<file path="src/rtl/bilrgb_pkg.sv">
// ----------------------------------------------------------------------------
// bilrgb_pkg: shared types and constants of the bilinear RGB scaler
// Payload structs, register indexes and frame store geometry.
// ----------------------------------------------------------------------------
`default_nettype none
package bilrgb_pkg;

   localparam int MAX_SRC_WIDTH  = 256;
   localparam int MAX_SRC_HEIGHT = 256;
   localparam int MAX_OUT_DIM    = 1024;

   localparam int COL_W  = $clog2(MAX_SRC_WIDTH);
   localparam int ROW_W  = $clog2(MAX_SRC_HEIGHT);
   localparam int BANK_DEPTH = (MAX_SRC_WIDTH / 2) * (MAX_SRC_HEIGHT / 2);
   localparam int BANK_AW    = $clog2(BANK_DEPTH);
   localparam int PIX_W  = 24;
   localparam int CSR_W  = 24;

   typedef enum logic [1:0] {
      REG_SRC_WIDTH  = 2'd0,
      REG_SRC_HEIGHT = 2'd1,
      REG_X_STEP     = 2'd2,
      REG_Y_STEP     = 2'd3
   } reg_index_type;

   typedef enum logic {
      FUNC_WRITE   = 1'b0,
      FUNC_REQUEST = 1'b1
   } func_type;

   typedef struct packed {
      logic       func;
      logic [9:0] col;
      logic [9:0] row;
      logic [7:0] red_in;
      logic [7:0] green_in;
      logic [7:0] blue_in;
   } req_type;

   typedef struct packed {
      logic [7:0] red_out;
      logic [7:0] green_out;
      logic [7:0] blue_out;
   } rsp_type;

endpackage
`default_nettype wire

</file>
<file path="src/rtl/bilrgb_lane.sv">
// ----------------------------------------------------------------------------
// bilrgb_lane: one color channel of the bilinear blend
// Horizontal blend in the first stage, vertical blend and truncation in the
// second.
// ----------------------------------------------------------------------------
`default_nettype none
module bilrgb_lane (
   input  wire logic       clock,
   input  wire logic       adv,
   input  wire logic [7:0] p11,
   input  wire logic [7:0] p21,
   input  wire logic [7:0] p12,
   input  wire logic [7:0] p22,
   input  wire logic [7:0] fx,
   input  wire logic [7:0] fy,
   output logic      [7:0] result
);
   import bilrgb_pkg::*;

   logic [8:0]  inv_fx;
   logic [16:0] top_in, bot_in;
   logic [16:0] top_ff, bot_ff;
   logic [7:0]  fy_ff;
   logic [8:0]  inv_fy;
   logic [25:0] sum_in;
   logic [7:0]  result_ff;

   assign inv_fx = 9'd256 - {1'b0, fx};
   assign top_in = p11 * inv_fx + p21 * {1'b0, fx};
   assign bot_in = p12 * inv_fx + p22 * {1'b0, fx};

   assign inv_fy = 9'd256 - {1'b0, fy_ff};
   assign sum_in = top_ff * inv_fy + bot_ff * {1'b0, fy_ff};

   always_ff @(posedge clock) begin
      if (adv) begin
         top_ff    <= top_in;
         bot_ff    <= bot_in;
         fy_ff     <= fy;
         result_ff <= sum_in[23:16];
      end
   end

   assign result = result_ff;
endmodule
`default_nettype wire

</file>
<file path="config.mk">
export PLATFORM = sky130hd
export DESIGN_NAME = bilrgb_lane
export DESIGN_NICKNAME = d
export VERILOG_FILES = /design/src/rtl/bilrgb_pkg.sv /design/src/rtl/bilrgb_lane.sv
export SDC_FILE = /design/constraint.sdc
export NUM_CORES = 1
export LEC_CHECK = 0
export BUFFER_PORTS_ARGS = -buffer_cell sky130_fd_sc_hd__buf_4
export CAP_MARGIN = 30
export CORE_UTILIZATION = 57
export DETAILED_ROUTE_END_ITERATION = 8
export PLACE_DENSITY = 0.77
export SLEW_MARGIN = 20
export SYNTH_ARGS = -nofsm -noshare
export SYNTH_HDL_FRONTEND = slang
export SYNTH_SLANG_ARGS = --single-unit
</file>
<file path="constraint.sdc">
create_clock -name clock -period 7.7 [get_ports clock]
set_input_delay 1.54 -clock clock [delete_from_list [all_inputs] [get_ports clock]]
set_output_delay 1.54 -clock clock [all_outputs]
set_load 0.05 [all_outputs]
</file>
# Word level (Yosys, flattened, before mapping)
# Cells that the tools add are included.
dict set report word_totals {
  inputBits 50
  regBits 50
  output_inout_bits 8
  elab_cells 15
}
dict set report op_classes {
  add_sub_neg 5
  n_mul 6
}
# op count
set ops {}
lappend ops {{$add A17 B16 Y17} 2}
lappend ops {{$mul A8 B9 Y17} 2}
lappend ops {{$mul A8 B8 Y16} 2}
lappend ops {{$add A24 B24 Y24} 1}
lappend ops {{$mul A17 B8 Y24} 1}
lappend ops {{$mul A17 B9 Y24} 1}
lappend ops {{$sub A9 B8 Y9 const A} 2}

# Depth between registers and ports, before layout
dict set report depth {
  ltp_word 3
  ltp_mapped 28
  ltp_nobuf 25
}

# Least setup slack after synthesis
# No wires, ideal clock.
dict set report synth_timing {
  kind {input-to-reg}
  from {input port fx[0]}
  to {register top_ff[16], data pin}
  n_path_buf 3
  arrival_ns 7.636
  setup_ns 0.260
  t_required_ns 7.440
  cell_stages 26
  setup_slack_ns -0.196
  cell_sequence {clkbuf_1 > clkbuf_1 > inv_1 > ha_1 > inv_1 > or3_1 > xor2_1 > clkbuf_1 > nand2_1 > fa_1 > fa_1 > fa_1 > fa_1 > inv_1 > fa_1 > inv_1 > fa_1 > inv_1 > ha_1 > o21a_1 > a21oi_1 > o21ai_1 > a41oi_1 > o31ai_1 > a21oi_1 > xnor2_1}
}
dict set report synth_via {
  elab_chain_cells 3
  word_cells_on_any_way 4
}
# item line
set synth_lines {}
lappend synth_lines {{from (decl)} bilrgb_lane.sv:14} ;# input wire logic [7:0] fx,
lappend synth_lines {{$sub A9 B8 Y9} bilrgb_lane.sv:28} ;# assign inv_fx = 9'd256 - {1'b0, fx};
lappend synth_lines {{$mul A8 B9 Y17} bilrgb_lane.sv:29} ;# assign top_in = p11 * inv_fx + p21 * {1'b0, fx};
lappend synth_lines {{$add A17 B16 Y17 *} bilrgb_lane.sv:29}
lappend synth_lines {{net top_in[16]} bilrgb_lane.sv:21} ;# logic [16:0] top_in, bot_in;
lappend synth_lines {{to (signal assigned)} bilrgb_lane.sv:37} ;# top_ff <= top_in;
lappend synth_lines {{to (decl)} bilrgb_lane.sv:22} ;# logic [16:0] top_ff, bot_ff;
# Mark *: on every way through the listed nets, which the timed path passes. The rest lies on a longest branch.
# A chain may end at the register's enable or synchronous reset.

# Final worst setup path
dict set report layout_timing {
  from {input port fx[4]}
  to {register top_ff[16], data pin}
}
# The elaborated chain is that of the path after synthesis.

==> results.cfg <==
[cells_and_area]
finalCoreUtilization_pct = 62.0
layout-drive-gt1-share_pct = 6.21
fin_nets = 2849
area_delta_synth_final_pct = 6.41

[clocking]
cts_tree = built
h-tree-depth = 2
hold_buffers = 0
clock_sinks = 50
cts_buffer_depth = 2
cts_buffers = 5
post_cts_resized = 0
clk_pin_slew_ns = 0.08
clkLatencyLatePin_ns = 0.32
post-cts-setup-buffer-count = 0
root_buffer = clkbuf_16

[critical_path]
cp_data_required_time_ns = 7.77
worst_setup_path_end_kind = flip-flop
path_max_fanout = 13
worstSetupPathType = input pin to flip-flop
startpoint_type = input pin
arrival_ns = 7.53

[min_path]
min_path_type = flip-flop to flip-flop

[run]
max-cap-violations = 0

[floorplanning]
start_util_pct = 58.3
dieArea_um2 = 35200
die_x_um = 188
core_um2 = 33700
io_pins = 58
rows = 67
die-height_um = 188

[sta]
max_freq_ghz = 0.134
rsz0062_at_grt = no
skew_ns = 0.0134
worstMarginPinSlew_ns = 0.807
slew_headroom_pct = 46.2
period_needed_ns = 7.46
setup_viol = 0
fin_crit_sh_pct = 96.9
finalMaxSlewViolations = 0
hold_viol_final = 0

[placed_design]
place.gp.congestion = 0.885
io_buffer_count = 57
place_hpwl_mm = 36.5

[yosys]
synth_seq_area_share_pct = 7.64
synthArstFlopShare_pct = 0
synth_area_leader_cell = fa_1
post_synth.cell_area_avg_um2 = 9.28
ys_dominant_reg_cell = edfxtp_1
yosys_warnings = 0
ys_ff_latch = 50
synth_cells = 2116
synthDistinctLibCells = 59
syn_area_um2 = 19600
synth.area.top_cells = fa_1 45%, ha_1 13%, inv_1 11%, and2_1 9.5%, edfxtp_1 7.6%
synth.most_common_cell = inv_1
netlist_top_cells_count = 582 x inv_1, 438 x fa_1, 299 x and2_1
synth.top_cell.area_share_pct = 44.6
synth-edff-count = 50
synth_nets = 2807

[drt]
drtIter0Drc = 752
wl_per_cell_um = 16.5
ant_nets = 0
vias_per_cell = 5.33
wl_mm = 42.9
dr.pass1.iters = 5
drc = 0
vias = 13900

[global_routing]
grt_util_all_layers_pct = 25.8
overflow = 0
grt_max_degree = 51
first_global_vias = 15300
grt_pass1_wl_mm = 72.8
antenna_found_initial = 1

[run_status]
outcome = finished clean
## per-stage QoR
stage	hold WS (ns)	instances	area, µm²	TNS (ns)	setup slack (ns)
6_report	1.00	2608	20900	0	0.237
2_1_floorplan	0.821	2116	19700	0	0.0289
4_1_cts	0.998	2607	20900	0	0.263
3_5_place_dp	0.973	2599	20700	-0.107	-0.0613
3_3_place_gp	0.952	2599	20700	0	0.0645
5_1_grt	1.05	2607	20900	0	0.0295
## final timing paths
path / endpoint / startpoint / depth (start not counted) / slack, ns
max: top_ff[16]$_DFFE_PP_ / fx[4] / 26 / 0.24
min reg2reg: result[7]$_DFFE_PP_ / top_ff[16]$_DFFE_PP_ / 3 / 1.00
max reg2reg: result[6]$_DFFE_PP_ / fy_ff[6]$_DFFE_PP_ / 20 / 0.54
min: result[7]$_DFFE_PP_ / top_ff[16]$_DFFE_PP_ / 3 / 1.00
## logic make-up (layout without fill, tap and decap cells)
kind of cell	after synthesis	after routing	share of synthesized area, %
flops	50	50	7.64
simple gates	627	627	16.5
other cells	0	1	0
fa+ha+maj	641	641	57.6
xor+xnor	56	56	2.54
buf+inv	654	697	12.7
compound gates	87	87	3.07
mux	1	1	0.0510
## sequential cells by signal, indices dropped and copies added, names as in the netlist
name,flops
fy_ff,8
bot_ff,17
top_ff,17
result,8
## critical path, stage by stage
cell,delay (ns)
buf_4,0.11
or3_1,0.40
or2_4,0.27
nor4_4,0.18
xnor2_1,0.17
buf_4,0.23
and2_1,0.19
fa_1,0.54
inv_1,0.05
fa_1,0.47
inv_1,0.05
fa_1,0.50
inv_1,0.06
fa_1,0.53
inv_1,0.05
fa_1,0.47
inv_1,0.04
fa_1,0.47
inv_1,0.04
ha_1,0.31
o21ai_0,0.13
nand2_1,0.08
a41oi_1,0.26
o31ai_1,0.12
a21oi_1,0.18
xnor2_1,0.09
## cell usage in the layout, fill, tap and decap left out, types with 2 or more instances in the layout
cell type,Yosys,layout
and2_1,299,299
a21oi_2,1,3
fa_1,438,438
a21o_1,5,5
nand2_1,276,276
buf_4,1,107
inv_1,582,582
xnor2_2,1,2
nand2b_1,3,3
nor3_1,9,9
nor4_4,2,2
o21ai_1,3,3
o31a_1,2,2
nor2_1,14,14
o31ai_1,2,2
o21a_1,8,8
a21oi_1,27,25
ha_1,203,203
or2_2,2,2
xor2_1,18,17
a211oi_1,3,3
nand3_1,6,6
o21ai_0,13,13
nand4_1,4,4
or3_1,3,3
o21bai_1,4,4
edfxtp_1,50,50
xnor2_1,37,36
a211o_1,2,2
clkbuf_16,0,5
and3_1,2,2
## routing by layer
metal | track usage (%) | vias up | share of wire (%)
li1 | - | 6215 | -
met1 | 32.4 | 7099 | 39
met2 | 46.2 | 466 | 51
met3 | 2.68 | 116 | 5.5
met4 | 9.13 | 0 | 3.8
met5 | 0 | - | 0
## layout make-up
cell class / instances / area (µm²)
flip-flops and latches: 50 / 1500
clock buffers: 5 / 125
clock inverters: 3 / 43.8
multi-input cells: 1412 / 15700
diodes: 1 / 2.50
inverters: 582 / 2180
repair buffers: 107 / 803
fillers: 2789 / 12800
well taps: 448 / 561
Power is not shown: default switching activity piles up to over one toggle a cycle in this logic, so the estimate is an artifact.
